--- src/hw/rtl/modbus_rtu_meter_response_parser_assert.svh ---
// ----------------------------------------------------------------------------
// assertion macros for the meter response parser
// ----------------------------------------------------------------------------
`ifndef MODBUS_RTU_METER_RESPONSE_PARSER_ASSERT_SVH
`define MODBUS_RTU_METER_RESPONSE_PARSER_ASSERT_SVH

// same-cycle implication
`define MRP_ASSERT_NOW(label, clk, rst_n, ante, cons) \
  label: assert property (@(posedge clk) disable iff (!(rst_n)) (ante) |-> (cons)) \
    else $error("meter response parser check failed");

// next-cycle implication
`define MRP_ASSERT_NEXT(label, clk, rst_n, ante, cons) \
  label: assert property (@(posedge clk) disable iff (!(rst_n)) (ante) |=> (cons)) \
    else $error("meter response parser check failed");

`endif

--- src/hw/rtl/mbrtu_pkg.sv ---
// ----------------------------------------------------------------------------
// mbrtu_pkg
// types, constants and the crc-16 byte update of the meter response parser
// ----------------------------------------------------------------------------
package mbrtu_pkg;

  localparam int unsigned IdxW = 5;

  localparam logic [IdxW-1:0] IdxLast = 5'd24;
  localparam logic [IdxW-1:0] CrcSpan = 5'd23;
  localparam logic [IdxW-1:0] IdxAddr = 5'd0;
  localparam logic [IdxW-1:0] IdxFunc = 5'd1;
  localparam logic [IdxW-1:0] IdxCount = 5'd2;
  localparam logic [IdxW-1:0] IdxCrcLow = 5'd23;

  localparam logic [7:0]  FuncCode = 8'h04;
  localparam logic [7:0]  DataCount = 8'd20;
  localparam logic [15:0] CrcInit = 16'hFFFF;
  localparam logic [15:0] CrcPoly = 16'hA001;
  localparam logic [7:0]  SlaveAddrReset = 8'd248;

  localparam int unsigned PaddrW = 2;
  localparam logic [PaddrW-3+1:0] RegSlaveAddr = 1'b0;

  typedef enum logic [2:0] {
    ST_OK         = 3'd0,
    ST_INCOMPLETE = 3'd1,
    ST_BAD_ADDR   = 3'd2,
    ST_BAD_FUNC   = 3'd3,
    ST_BAD_COUNT  = 3'd4,
    ST_BAD_CRC    = 3'd5
  } status_e;

  function automatic logic [15:0] crc16_update(input logic [15:0] crc, input logic [7:0] b);
    logic [15:0] c;
    c = crc ^ {8'h00, b};
    for (int k = 0; k < 8; k++) begin
      if (c[0]) begin
        c = (c >> 1) ^ CrcPoly;
      end else begin
        c = c >> 1;
      end
    end
    return c;
  endfunction

endpackage

--- src/hw/rtl/modbus_rtu_meter_response_parser.sv ---
// ----------------------------------------------------------------------------
// modbus_rtu_meter_response_parser
// parses a 25-byte read-input-registers reply into status and meter readings
// ----------------------------------------------------------------------------
// Takes one word per cycle: a received byte or a receive timeout tick. The
// crc-16 byte update, the header checks and the field captures all finish in
// the cycle the word is accepted, so the rate is one word per clock unstalled.
// Results sit in an output register; the input stalls only when the word
// would complete a frame (last byte or timeout) while a result is still
// held and stalled downstream. Voltage comes in 0.1 V, current in mA and
// power in 0.1 W; readings are zero whenever status is not ok.
// ----------------------------------------------------------------------------
`include "modbus_rtu_meter_response_parser_assert.svh"

module modbus_rtu_meter_response_parser (
  input  logic        clk_i,
  input  logic        rst_ni,
  input  logic        psel,
  input  logic        penable,
  input  logic        pwrite,
  input  logic [1:0]  paddr,
  input  logic [31:0] pwdata,
  output logic [31:0] prdata,
  output logic        pready,
  input  logic        in_valid_i,
  output logic        in_stall_o,
  input  logic        mode_i,
  input  logic [7:0]  rx_byte_i,
  output logic        out_valid_o,
  input  logic        out_stall_i,
  output logic [2:0]  status_o,
  output logic [15:0] voltage_tenths_o,
  output logic [31:0] current_milliamps_o,
  output logic [31:0] power_tenths_o
);
  import mbrtu_pkg::*;

  logic [7:0]      slave_addr_q;
  logic [IdxW-1:0] byte_index_q, byte_index_d;
  logic [15:0]     crc_q, crc_d;
  status_e         first_err_q, first_err_d;
  logic [7:0]      crc_low_q, crc_low_d;
  logic [15:0]     volt_q, volt_d;
  logic [31:0]     curr_q, curr_d;
  logic [31:0]     pwr_q, pwr_d;

  logic            out_valid_q, out_valid_d;
  status_e         status_q, status_d;
  logic [15:0]     volt_out_q, volt_out_d;
  logic [31:0]     curr_out_q, curr_out_d;
  logic [31:0]     pwr_out_q, pwr_out_d;

  logic            in_accept;
  logic            will_emit;
  logic            out_free;
  logic [15:0]     got_crc;
  status_e         final_err;

  // config port
  assign pready = 1'b1;
  assign prdata = {24'h000000, slave_addr_q};

  always_ff @(posedge clk_i or negedge rst_ni) begin
    if (!rst_ni) begin
      slave_addr_q <= SlaveAddrReset;
    end else if (psel && penable && pwrite && pready &&
                 paddr == PaddrW'(4 * RegSlaveAddr)) begin
      slave_addr_q <= pwdata[7:0];
    end
  end

  // handshake
  assign will_emit  = mode_i || (byte_index_q >= IdxLast);
  assign out_free   = !out_valid_q || !out_stall_i;
  assign in_stall_o = will_emit && !out_free;
  assign in_accept  = in_valid_i && !in_stall_o;

  assign got_crc = {rx_byte_i, crc_low_q};

  always_comb begin
    if (first_err_q != ST_OK) begin
      final_err = first_err_q;
    end else if (got_crc != crc_q) begin
      final_err = ST_BAD_CRC;
    end else begin
      final_err = ST_OK;
    end
  end

  // frame state
  always_comb begin
    byte_index_d = byte_index_q;
    crc_d        = crc_q;
    first_err_d  = first_err_q;
    crc_low_d    = crc_low_q;
    volt_d       = volt_q;
    curr_d       = curr_q;
    pwr_d        = pwr_q;
    if (in_accept) begin
      if (will_emit) begin
        byte_index_d = '0;
        crc_d        = CrcInit;
        first_err_d  = ST_OK;
        crc_low_d    = '0;
        volt_d       = '0;
        curr_d       = '0;
        pwr_d        = '0;
      end else begin
        byte_index_d = byte_index_q + 1'b1;
        if (byte_index_q < CrcSpan) begin
          crc_d = crc16_update(crc_q, rx_byte_i);
        end
        if (first_err_q == ST_OK) begin
          if (byte_index_q == IdxAddr && rx_byte_i != slave_addr_q) begin
            first_err_d = ST_BAD_ADDR;
          end else if (byte_index_q == IdxFunc && rx_byte_i != FuncCode) begin
            first_err_d = ST_BAD_FUNC;
          end else if (byte_index_q == IdxCount && rx_byte_i != DataCount) begin
            first_err_d = ST_BAD_COUNT;
          end
        end
        unique case (byte_index_q)
          5'd3:      volt_d[15:8]  = rx_byte_i;
          5'd4:      volt_d[7:0]   = rx_byte_i;
          5'd5:      curr_d[15:8]  = rx_byte_i;
          5'd6:      curr_d[7:0]   = rx_byte_i;
          5'd7:      curr_d[31:24] = rx_byte_i;
          5'd8:      curr_d[23:16] = rx_byte_i;
          5'd9:      pwr_d[15:8]   = rx_byte_i;
          5'd10:     pwr_d[7:0]    = rx_byte_i;
          5'd11:     pwr_d[31:24]  = rx_byte_i;
          5'd12:     pwr_d[23:16]  = rx_byte_i;
          IdxCrcLow: crc_low_d     = rx_byte_i;
          default:   ;
        endcase
      end
    end
  end

  // result register
  always_comb begin
    out_valid_d = out_valid_q && out_stall_i;
    status_d    = status_q;
    volt_out_d  = volt_out_q;
    curr_out_d  = curr_out_q;
    pwr_out_d   = pwr_out_q;
    if (in_accept && will_emit) begin
      out_valid_d = 1'b1;
      if (mode_i) begin
        status_d   = ST_INCOMPLETE;
        volt_out_d = '0;
        curr_out_d = '0;
        pwr_out_d  = '0;
      end else begin
        status_d = final_err;
        if (final_err == ST_OK) begin
          volt_out_d = volt_q;
          curr_out_d = curr_q;
          pwr_out_d  = pwr_q;
        end else begin
          volt_out_d = '0;
          curr_out_d = '0;
          pwr_out_d  = '0;
        end
      end
    end
  end

  always_ff @(posedge clk_i or negedge rst_ni) begin
    if (!rst_ni) begin
      byte_index_q <= '0;
      crc_q        <= CrcInit;
      first_err_q  <= ST_OK;
      crc_low_q    <= '0;
      volt_q       <= '0;
      curr_q       <= '0;
      pwr_q        <= '0;
      out_valid_q  <= 1'b0;
    end else begin
      byte_index_q <= byte_index_d;
      crc_q        <= crc_d;
      first_err_q  <= first_err_d;
      crc_low_q    <= crc_low_d;
      volt_q       <= volt_d;
      curr_q       <= curr_d;
      pwr_q        <= pwr_d;
      out_valid_q  <= out_valid_d;
    end
  end

  always_ff @(posedge clk_i) begin
    status_q   <= status_d;
    volt_out_q <= volt_out_d;
    curr_out_q <= curr_out_d;
    pwr_out_q  <= pwr_out_d;
  end

  assign out_valid_o         = out_valid_q;
  assign status_o            = status_q;
  assign voltage_tenths_o    = volt_out_q;
  assign current_milliamps_o = curr_out_q;
  assign power_tenths_o      = pwr_out_q;

  `MRP_ASSERT_NOW(a_index_range, clk_i, rst_ni, 1'b1, byte_index_q <= IdxLast)
  `MRP_ASSERT_NEXT(a_timeout_result, clk_i, rst_ni, in_accept && mode_i,
                   out_valid_q && status_q == ST_INCOMPLETE)
  `MRP_ASSERT_NEXT(a_frame_restart, clk_i, rst_ni, in_accept && will_emit,
                   byte_index_q == '0 && crc_q == CrcInit && first_err_q == ST_OK)
  `MRP_ASSERT_NOW(a_error_zero_data, clk_i, rst_ni, out_valid_q && status_q != ST_OK,
                  volt_out_q == '0 && curr_out_q == '0 && pwr_out_q == '0)

endmodule

--- config.mk ---
export PLATFORM = sky130hd
export DESIGN_NAME = modbus_rtu_meter_response_parser
export DESIGN_NICKNAME = d
export VERILOG_FILES = /design/src/hw/rtl/mbrtu_pkg.sv /design/src/hw/rtl/modbus_rtu_meter_response_parser.sv
export VERILOG_INCLUDE_DIRS = /design/src /design/src/hw/rtl
export SDC_FILE = /design/constraint.sdc
export NUM_CORES = 1
export LEC_CHECK = 0
export BUFFER_PORTS_ARGS = -buffer_cell sky130_fd_sc_hd__buf_2
export CORE_UTILIZATION = 40
export CTS_CLUSTER_SIZE = 28
export DETAILED_ROUTE_END_ITERATION = 12
export MAX_ROUTING_LAYER = met4
export SETUP_SLACK_MARGIN = 0.02
export SYNTH_ARGS = -nofsm -noshare
export SYNTH_HDL_FRONTEND = slang
export SYNTH_SLANG_ARGS = --single-unit
--- constraint.sdc ---
create_clock -name clk_i -period 3.2 [get_ports clk_i]
set_clock_uncertainty 0.1 [all_clocks]
set_input_delay 0.16 -clock clk_i [delete_from_list [all_inputs] [get_ports clk_i]]
set_output_delay 0.16 -clock clk_i [all_outputs]
set_load 0.01 [all_outputs]
==> run metrics, run 1 <==
status complete, no violations; average routed wire per standard cell approximately 16 µm; Final Cycle Share 0.806; Synth Area per Inst 12.0 µm²; Sink Count 204; cells after synthesis between 700 and 800; CP max stage cell sky130_fd_sc_hd__buf_4; maximum vdd drop 422 µV; Main synth FF type sky130_fd_sc_hd__dfrtp_1; worst-margin pin slew roughly 980 ps; placeable core area 21,000 µm²; reg-to-reg slack, setup just over 600 ps; final core utilization 0.482; max-capacitance violation count 0; Worst slew margin 0.346; most frequent cell after synthesis sky130_fd_sc_hd__dfrtp_1; master cell of the clock root buffer sky130_fd_sc_hd__clkbuf_16; clk_lat worst skew around 500 ps; initial core utilization 0.409; largest fanout of any net on the critical path 89; post-detailed-route DRC marker count 0; ranking of synthesized cells by area sky130_fd_sc_hd__dfrtp_1 (29%), sky130_fd_sc_hd__edfxtp_1 (29%), sky130_fd_sc_hd__dfstp_2 (6.4%); cell area power density 645 nW/µm²; pin count of the biggest net entering global routing 90; Die W 149 µm; cts bufs inserted 22; CTS-repair resized insts 0; sequential fraction of the synthesis area 0.646; Final GP Congestion just over 0.8; number of primary I/O pins 168; number of nets still failing antenna checks after routing 0; Worst Setup Start Kind flip-flop; worst min-delay path class input port to flip-flop; DP Wirelength 11,300 µm; share of the synthesized area in the top cell type 0.291; cts hold-fix bufs 12; CTS tree built; proportion of layout cells with a drive suffix above 1 0.238; floorplan die height about 150 µm; count of pins over their slew limit 0; register clock-pin slew on the reported worst setup and hold paths 60 ps; Placement Rows 53; cells along the critical path a21oi_2 > buf_4 > nor2_1 > nor2b_1 > nand2_2 > buf_4 > nand3_1 > o21ai_0; Arrival @ worst endpoint 2870 ps; Placed Instance Area 9300 µm²; Critical Path End Type flip-flop; Max Fclk 388 MHz; Setup CP Type flip-flop to flip-flop; required arrival time at the worst endpoint 3500 ps; synthesized area 8590 µm²; wire length reported by the detailed router around 18,000 µm; GRT Overall Usage 0.171; library cell appearing most often on the critical path sky130_fd_sc_hd__buf_4; average via count per standard cell 4.86; P_leak 4.27 nW; top cell types by occurrence after synthesis sky130_fd_sc_hd__dfrtp_1 (100), sky130_fd_sc_hd__o21ai_0 (95), sky130_fd_sc_hd__nand3_1 (91); final setup violation count 0; global-route wire length before repair 28,600 µm; buffer depth of the longest clock path 3; H-tree lvl count 1; full die area 22,100 µm²; number of global-route vias before repair 5,189; final hold viol count 0; number of buffers inserted to repair setup after CTS 0; Post-Route Setup TNS 0 ps; largest incremental delay on the critical path roughly 740 ps; Yosys warning total 0; Finished Cell Area 10,100 µm²; number of flops mapped to enable cells by yosys 83; count of routing violations after the opening detailed-route iteration 297; detailed-route via count about 5,400; number of flip-flops and latches in the synthesized netlist 204; ys async rst share 0.593; clock period minus final worst setup slack 2580 ps; antenna violations before repair 0; largest area contributor in the netlist sky130_fd_sc_hd__dfrtp_1; area grow syn2layout 17.9%; # port buffers about 120; total congestion overflow 0; count of cell types in the netlist 46; unrepaired setup endpoints after global routing false; first drt pass iteration count 6; Inserted Diodes 0; number of nets in the layout 878
-- power by group --
part	switching (W)	internal [W]	leakage (nW)	total, W
clock	0.00101	0.00145	0.353	0.00246
combinational	0.000507	0.000426	1.51	0.000933
sequential	0.000163	0.00297	2.40	0.00313
total	0.00168	0.00485	4.27	0.00653
-- kinds of logic (layout without fill, tap and decap cells) --
| family | after synthesis | after routing | share of synthesized area |
|---|---|---|---|
| adders and majority gates | 4 | 4 | 0.00583 |
| xor gates and xnor gates | 46 | 46 | 0.0520 |
| other | 2 | 25 | 0.000874 |
| DFF | 204 | 204 | 0.646 |
| buffers and inverters | 79 | 182 | 0.0491 |
| muxes | 8 | 8 | 0.0105 |
| AOI/OAI and AO/OA | 127 | 127 | 0.0824 |
| and+or+nand+nor | 244 | 244 | 0.154 |
-- worst paths after layout --
check	start	end	cells past startpoint
max	byte_index_q[3]$_DFFE_PN0P_	crc_low_q[6]$_DFFE_PN0P_	8
min	rx_byte_i[5]	crc_q[12]$_DFFE_PN1P_	4
max reg2reg	byte_index_q[3]$_DFFE_PN0P_	crc_low_q[6]$_DFFE_PN0P_	8
min reg2reg	pwr_q[12]$_DFFE_PN0P_	pwr_q[12]$_DFFE_PN0P_	2
max in group asynchronous	rst_ni	pwr_q[17]$_DFFE_PN0P_	3
min in group asynchronous	rst_ni	volt_q[5]$_DFFE_PN0P_	2
-- per-layer routing --
layer | part of all wire | wire, µm | GRT usage
met4 | 0.021 | 380 | 0.0567
met3 | 0.054 | 970 | 0.0264
met2 | 0.48 | 8480 | 0.264
met1 | 0.45 | 8020 | 0.232
met5 | 0 | 0 | -
-- state kept, by name, summed over array words and instances, names as in the netlist --
signal and flops:
curr_q 32, current_milliamps_o 32, power_tenths_o 32, pwr_q 32, crc_q 16, volt_q 16, voltage_tenths_o 16, crc_low_q 8
slave_addr_q 8, byte_index_q 5, first_err_q 3, status_o 3, out_valid_o 1
-- layout by cell type (no fill, tap or decap), drive strengths merged, types with 6 or more instances in the layout --
cell type,Yosys,routed
clkbuf,39,31
mux2,8,8
nand2,26,26
buf,36,126
conb,2,25
nor2b,6,6
clkinv,0,6
nand3,91,91
a21oi,12,12
nor2,21,21
and2,80,80
dfrtp,100,100
o21ai,96,96
nand4,6,6
edfxtp,83,83
o22a,7,7
xnor2,22,22
xor2,23,23
dfstp,21,21
dlygate4sd3,0,12
-- stage by stage --
stage,total power [W],hold WS (ps),instances,setup WS (ps)
3_5_place_dp,0.00411,196,1063,677
6_report,0.00653,78.2,1115,622
3_3_place_gp,0.00410,197,1063,746
5_1_grt,0.00681,107,1115,369
2_1_floorplan,0.00386,-236,737,175
4_1_cts,0.00660,64.2,1115,655
-- area by class of cell --
cell class	count	area, µm²
Inverter	4	18.8
Clock inverter	9	81.3
Timing Repair Buffer	138	798
Clock buffer	31	626
Tap cell	275	344
Fill cell	1900	10900
Multi-Input combinational cell	454	2710
Sequential cell	204	5550
-- worst max-delay path: cells and delay by family, from the launching register on --
kind / cells / cell delay [ps]
buffers and inverters: 2 / 940
flip-flops: 1 / 590
AND/OR/NAND/NOR: 4 / 560
AO/OA/AOI/OAI: 2 / 230
(Power assumes the default switching activity.)
==> inputs of run 2 (changes only) <==
Settings changed: ABC_AREA from default to 1.
Clock period 3.2 ns to 2.4 ns, I/O delays scaled along.
==> run 2 against run 1 <==
First-iteration DRC count grew 15%. Routed wire length grew 8.5%. Setup slack lost 490 ps. Total power grew 38%. Core utilization grew 0.88 points. Die area grew 4.5%. Sequential cell count is the same. Clock power grew 37%. Critical endpoint is now status_o[0]$_SDFFCE_PP1P_. Highest routed layer unchanged.
==> run metrics, run 2 <==
status complete, no violations (unchanged); most frequent standard cell in the layout excluding fill and tap cells sky130_fd_sc_hd__nand2_1 (was sky130_fd_sc_hd__buf_2); register clock-pin slew on the reported worst setup and hold paths 60 ps (about the same); worst-case hold slack 11.5 ps (was 78.2 ps); # port buffers 118 (unchanged); number of global-route vias before repair 5,827 (was 5,189); proportion of layout cells with a drive suffix above 1 0.209 (was 0.238); top cell types by occurrence after synthesis sky130_fd_sc_hd__nand2_1 (194), sky130_fd_sc_hd__inv_1 (128), sky130_fd_sc_hd__nor2_1 (105) (was sky130_fd_sc_hd__dfrtp_1 (100), sky130_fd_sc_hd__o21ai_0 (95), sky130_fd_sc_hd__nand3_1 (91)); Critical Path End Type flip-flop (unchanged); floorplan die height 152 µm (was 149 µm); first drt pass iteration count 6 (unchanged); count of routing violations after the opening detailed-route iteration 342 (was 297); Final GP Congestion 0.909 (was 0.817); Main synth FF type sky130_fd_sc_hd__dfrtp_1 (unchanged); Yosys warning total 0 (unchanged); Arrival @ worst endpoint 2350 ps (was 2870 ps); master cell of the clock root buffer sky130_fd_sc_hd__clkbuf_16 (unchanged); buffer depth of the longest clock path 3 (unchanged); number of flops mapped to enable cells by yosys 83 (unchanged); final setup violation count 0 (unchanged); Setup CP Type flip-flop to flip-flop (unchanged); Overall Power 0.00902 W (was 0.00653 W); Placement Rows 54 (was 53); ranking of synthesized cells by area sky130_fd_sc_hd__dfrtp_1 (28%), sky130_fd_sc_hd__edfxtp_1 (28%), sky130_fd_sc_hd__nand2_1 (8.1%) (was sky130_fd_sc_hd__dfrtp_1 (29%), sky130_fd_sc_hd__edfxtp_1 (29%), sky130_fd_sc_hd__dfstp_2 (6.4%)); synthesized area 8980 µm² (was 8590 µm²); cells after synthesis 898 (was 714); max-capacitance violation count 0 (unchanged); commonest cells after routing, fill and taps aside sky130_fd_sc_hd__nand2_1 (194), sky130_fd_sc_hd__inv_1 (128), sky130_fd_sc_hd__buf_2 (117) (was sky130_fd_sc_hd__buf_2 (117), sky130_fd_sc_hd__dfrtp_1 (100), sky130_fd_sc_hd__o21ai_0 (95)); Die W 152 µm (was 149 µm); Final Cycle Share 0.946 (was 0.806); required arrival time at the worst endpoint 2480 ps (was 3500 ps); H-tree lvl count 1 (unchanged); Worst slew margin 0.426 (was 0.346); largest area contributor in the netlist sky130_fd_sc_hd__dfrtp_1 (unchanged); unrepaired setup endpoints after global routing false (unchanged); average via count per standard cell 4.68 (was 4.86); pin count of the biggest net entering global routing 81 (was 90); wire length reported by the detailed router 19,400 µm (was 17,900 µm); DP Wirelength 12,500 µm (was 11,300 µm); placeable core area 21,900 µm² (was 21,000 µm²); clk_lat worst skew 520 ps (was 500 ps); area grow syn2layout 19.5% (was 17.9%); detailed-route via count 6,252 (was 5,414); worst-margin pin slew 858 ps (was 981 ps); Sink Count 204 (unchanged); number of primary I/O pins 168 (unchanged); count of cell types in the netlist 38 (was 46); Inserted Diodes 0 (unchanged); full die area 23,100 µm² (was 22,100 µm²); total congestion overflow 0 (unchanged); GRT Overall Usage 0.173 (was 0.171); largest fanout of any net on the critical path 22 (was 89); instance count along the most critical hold path 5 (was 4); number of flip-flops and latches in the synthesized netlist 204 (unchanged); final hold viol count 0 (unchanged); Max Fclk 441 MHz (was 388 MHz); CTS tree built (unchanged); Post-Route Setup TNS 0 ps (unchanged); number of nets still failing antenna checks after routing 0 (unchanged); ys async rst share 0.593 (unchanged); sequential fraction of the synthesis area 0.617 (was 0.646); clock period minus final worst setup slack 2270 ps (was 2580 ps); cell area power density 840 nW/µm² (was 645 nW/µm²); count of pins over their slew limit 0 (unchanged); most frequent cell after synthesis sky130_fd_sc_hd__nand2_1 (was sky130_fd_sc_hd__dfrtp_1); initial core utilization 0.410 (was 0.409); Synth Area per Inst 10.0 µm² (was 12.0 µm²); number of nets in the layout 1,094 (was 878); worst min-delay path class input port to flip-flop (unchanged); Cell Count, Final, Fillers Out 1,337 (was 1,115); Cells after DPL 1,274 (was 1,063); r2r worst-path depth 8 (unchanged); post-detailed-route DRC marker count 0 (unchanged); antenna violations before repair 0 (unchanged); P_leak 4.84 nW (was 4.27 nW); PnR worst setup slack 130 ps (was 622 ps); maximum vdd drop 594 µV (was 422 µV); global-route wire length before repair 31,100 µm (was 28,600 µm); average routed wire per standard cell 14.5 µm (was 16.0 µm); Worst Setup Start Kind flip-flop (unchanged); share of the synthesized area in the top cell type 0.279 (was 0.291); pre-CTS WS 139 ps (was 677 ps); cts bufs inserted 23 (was 22)
-- run 2: cell types whose count changed after synthesis, moves of 9 or more --
| cell | delta |
|---|---|
| sky130_fd_sc_hd__and2_1 | -80 |
| sky130_fd_sc_hd__inv_1 | +124 |
| sky130_fd_sc_hd__nor2_1 | +84 |
| sky130_fd_sc_hd__o21ai_1 | +11 |
| sky130_fd_sc_hd__nand3_1 | -71 |
| sky130_fd_sc_hd__nand2_1 | +168 |
| sky130_fd_sc_hd__clkbuf_1 | -10 |
| sky130_fd_sc_hd__o21ai_0 | -13 |
| sky130_fd_sc_hd__a31oi_4 | +9 |
| sky130_fd_sc_hd__xor2_1 | -18 |
-- run 2: power by group --
group / leakage [nW] / internal, W / switching [W]
registers: 2.33 / 0.00407 / 0.000245
clock network: 0.355 / 0.00198 / 0.00139
logic: 2.16 / 0.000500 / 0.000835
-- run 2: cell families after synthesis --
family          Yosys count  synth area share
buf+inv                 191             0.100
simple gates            340             0.151
xor+xnor                 22            0.0214
other cells               2          0.000836
mux                       5           0.00627
fa+ha+maj                 4           0.00557
flops                   204             0.617
compound gates          130            0.0968
-- run 2: worst max-delay path, cell delays in order (launching register included) --
cell	delay, ps
sky130_fd_sc_hd__dfrtp_1	440
sky130_fd_sc_hd__inv_2	130
sky130_fd_sc_hd__o21ai_4	110
sky130_fd_sc_hd__nand2_2	110
sky130_fd_sc_hd__nand2_4	80
sky130_fd_sc_hd__inv_6	200
sky130_fd_sc_hd__nand2_4	100
sky130_fd_sc_hd__inv_4	280
sky130_fd_sc_hd__buf_4	370
-- run 2: cell type report --
| cell class | instances | area [µm²] |
|---|---|---|
| fillers | 2088 | 11200 |
| flip-flops and latches | 204 | 5550 |
| multi-input cells | 526 | 2620 |
| repair buffers | 153 | 986 |
| clock buffers | 33 | 643 |
| inverters | 132 | 503 |
| well taps | 280 | 350 |
| clock inverters | 9 | 88.8 |
-- run 2: worst paths after layout --
| path | startpoint | to | slack [ps] |
|---|---|---|---|
| max in group asynchronous | rst_ni | crc_q[5]$_DFFE_PN1P_ | 1390 |
| max | byte_index_q[3]$_DFFE_PN0P_ | status_o[0]$_SDFFCE_PP1P_ | 130 |
| min in group asynchronous | rst_ni | slave_addr_q[0]$_DFFE_PN0P_ | 110 |
| min reg2reg | pwr_q[25]$_DFFE_PN0P_ | pwr_q[25]$_DFFE_PN0P_ | 380 |
| max reg2reg | byte_index_q[3]$_DFFE_PN0P_ | status_o[0]$_SDFFCE_PP1P_ | 130 |
| min | rx_byte_i[2] | crc_q[8]$_DFFE_PN1P_ | 10 |
-- run 2: layer usage --
layer  routed length [µm]  global-route usage  vias to the layer above
li1                     -                   -                     3088
met1                 9040               0.235                     2946
met2                 8980               0.275                      190
met3                  982              0.0268                       28
met4                  365              0.0386                        0
met5                    0                   -                        -
-- run 2: through the flow --
step / cell area (µm²) / util
2_1_floorplan: 9070 / -
3_3_place_gp: 9770 / 0.446
3_5_place_dp: 9770 / 0.446
4_1_cts: 10700 / 0.487
5_1_grt: 10700 / 0.491
6_report: 10700 / 0.491
-- run 2: repair_timing --
action,4_1_cts,5_1_grt
gates resized for setup,0,0
hold endpoints to repair,68,0
setup endpoints to repair,0,10
hold buffers,17,0
setup buffers,0,4
==> inputs of run 3 (changes only) <==
Settings changed: CELL_PAD_IN_SITES_DETAIL_PLACEMENT from default to 0, CELL_PAD_IN_SITES_GLOBAL_PLACEMENT from default to 2, CORE_UTILIZATION 40 to 35, PLACE_DENSITY_LB_ADDON from default to 0.1.
==> run 3 against run 2 <==
Non-clock buffer count increased by 9. Largest power group unchanged. Die area increased by 14%. Routed wire length increased by 7.4%. Setup slack improved by 100 ps. Total power decreased by 0.28%. Hold slack got worse by 5.3 ps. Highest routed layer unchanged. Largest cell class unchanged. Maximum frequency increased by 4.7%. Sequential cell count unchanged. Clock power about the same. Sequential share of layout area decreased by 0.29 points. Via count decreased by 3.1%. Sequential power about the same.
==> run metrics, run 3 (synthesized netlist as in run 2, its figures left out) <==
clock period minus final worst setup slack 2170 ps (was 2270 ps); Max Fclk 461 MHz (was 441 MHz); detailed-route via count 6,057 (was 6,252); required arrival time at the worst endpoint 2480 ps (about the same); proportion of layout cells with a drive suffix above 1 0.209 (about the same); worst-margin pin slew 759 ps (was 858 ps); H-tree lvl count 1 (unchanged); r2r worst-path depth 6 (was 8); instance count along the most critical hold path 5 (unchanged); register clock-pin slew on the reported worst setup and hold paths 60 ps (about the same); cts bufs inserted 23 (unchanged); buffer depth of the longest clock path 3 (unchanged); DP Wirelength 13,900 µm (was 12,500 µm); final hold viol count 0 (unchanged); wire length reported by the detailed router 20,800 µm (was 19,400 µm); number of buffers inserted to repair setup after CTS 0 (unchanged); number of nets in the layout 1,103 (was 1,094); Sink Count 204 (unchanged); placeable core area 25,200 µm² (was 21,900 µm²); Arrival @ worst endpoint 2250 ps (was 2350 ps); average routed wire per standard cell 14.9 µm (was 14.5 µm); total congestion overflow 0 (unchanged); Reg2Reg Capture Point power_tenths_o[26]$_SDFFCE_PP0P_ (was status_o[0]$_SDFFCE_PP1P_); sink of the worst hold path pwr_q[21]$_DFFE_PN0P_ (was crc_q[8]$_DFFE_PN1P_); PnR worst setup slack 232 ps (was 130 ps); area grow syn2layout 20.2% (was 19.5%); floorplan die height 162 µm (was 152 µm); unrepaired setup endpoints after global routing false (unchanged); maximum vdd drop 440 µV (was 594 µV); global-route wire length before repair 33,100 µm (was 31,100 µm); number of global-route vias before repair 5,897 (was 5,827); initial core utilization 0.357 (was 0.410); Critical Path End Type flip-flop (unchanged); reg-to-reg slack, setup 230 ps (was 130 ps); number of primary I/O pins 168 (unchanged); GRT Overall Usage 0.168 (was 0.173); Cell Count, Final, Fillers Out 1,396 (was 1,337); # port buffers 118 (unchanged); most frequent standard cell in the layout excluding fill and tap cells sky130_fd_sc_hd__nand2_1 (unchanged); max-capacitance violation count 0 (unchanged); post-detailed-route DRC marker count 0 (unchanged); worst min-delay path class input port to flip-flop (unchanged); clk_lat worst skew 520 ps (about the same); Placement Rows 58 (was 54); Worst slew margin 0.492 (was 0.426); Final Cycle Share 0.903 (was 0.946); Inserted Diodes 0 (unchanged); cell area power density 833 nW/µm² (was 840 nW/µm²); CTS tree built (unchanged); pre-CTS WS 204 ps (was 139 ps); number of nets still failing antenna checks after routing 0 (unchanged); P_leak 4.85 nW (was 4.84 nW); count of routing violations after the opening detailed-route iteration 320 (was 342); first drt pass iteration count 4 (was 6); final setup violation count 0 (unchanged); full die area 26,300 µm² (was 23,100 µm²); Final GP Congestion 0.797 (was 0.909); Die W 162 µm (was 152 µm); Worst Setup Start Kind flip-flop (unchanged); pin count of the biggest net entering global routing 81 (unchanged); Setup CP Type flip-flop to flip-flop (unchanged); Cells after DPL 1,334 (was 1,274); Post-Route Setup TNS 0 ps (unchanged); count of pins over their slew limit 0 (unchanged); status complete, no violations (unchanged); antenna violations before repair 1 (was 0); critical hold path startpoint rx_byte_i[5] (was rx_byte_i[2]); commonest cells after routing, fill and taps aside sky130_fd_sc_hd__nand2_1 (194), sky130_fd_sc_hd__inv_1 (128), sky130_fd_sc_hd__buf_2 (117) (unchanged); largest fanout of any net on the critical path 23 (was 22); FILL cells 2,557 (was 2,088); master cell of the clock root buffer sky130_fd_sc_hd__clkbuf_16 (unchanged); launching point of the worst reg2reg path byte_index_q[3]$_DFFE_PN0P_ (unchanged); average via count per standard cell 4.34 (was 4.68)
==> run 3: changes by cell type in the layout (fill, tap and decap cells not counted), sizes merged <==
cell,before,now
clkinvlp,2,0
clkinv,5,6
dlygate4sd3,17,20
clkbuf,33,34
buf,136,142
==> run 3: worst max-delay path by stage <==
stage                                       endpoint  slack (ps)                        start  depth (start not counted)
global placement    power_tenths_o[26]$_SDFFCE_PP0P_         230  byte_index_q[3]$_DFFE_PN0P_                          6
finish              power_tenths_o[26]$_SDFFCE_PP0P_         230  byte_index_q[3]$_DFFE_PN0P_                          6
floorplan                      volt_q[7]$_DFFE_PN0P_         340  byte_index_q[3]$_DFFE_PN0P_                         11
CTS                 power_tenths_o[26]$_SDFFCE_PP0P_         180  byte_index_q[3]$_DFFE_PN0P_                          6
detailed placement  power_tenths_o[27]$_SDFFCE_PP0P_         200  byte_index_q[3]$_DFFE_PN0P_                          6
global route                   volt_q[1]$_DFFE_PN0P_          60  byte_index_q[3]$_DFFE_PN0P_                         10
==> run 3: routing by layer <==
layer | part of all wire | vias up | GRT usage | wire (µm)
li1 | - | 3108 | - | -
met1 | 0.47 | 2780 | 0.227 | 9860
met2 | 0.46 | 133 | 0.266 | 9600
met4 | 0.023 | 0 | 0.0472 | 479
met3 | 0.041 | 36 | 0.0232 | 857
met5 | 0 | - | - | 0
==> run 3: worst max-delay path, cell delays in order, from the launching register on <==
cell                      delay (ps)
sky130_fd_sc_hd__dfrtp_1         440
sky130_fd_sc_hd__inv_2            90
sky130_fd_sc_hd__o21ai_4         220
sky130_fd_sc_hd__buf_4           170
sky130_fd_sc_hd__nand2_4          60
sky130_fd_sc_hd__inv_4           340
sky130_fd_sc_hd__buf_4           390
==> run 3: cell type report <==
cell class,instances,area (µm²),area share
sequential,204,5550,0.514
clock buffer,34,627,0.0580
tap,330,413,0.0382
inverter,132,503,0.0466
timing repair buffer,162,1010,0.0936
multi-input combinational,526,2620,0.243
clock inverter,8,77.6,0.00718
==> run 3: timing repair <==
item	CTS	global route
hold buffers	20	0
resized for setup	0	0
hold endpoints to repair	126	0
==> run 3: where the power goes <==
part	switching, W	internal, W
registers	0.000245	0.00407
logic	0.000845	0.000499
clock network	0.00141	0.00193
==> run 3: metrics by stage <==
stage	power [W]	util	hold WS [ps]	area (µm²)
after global routing	0.00951	0.429	22.6	10800
after floorplan	0.00529	-	-276	9070
after detailed placement	0.00572	0.393	19.7	9890
after CTS	0.00914	0.429	3.56	10800
final	0.00900	0.429	6.24	10800
after global placement	0.00571	0.393	14.7	9890
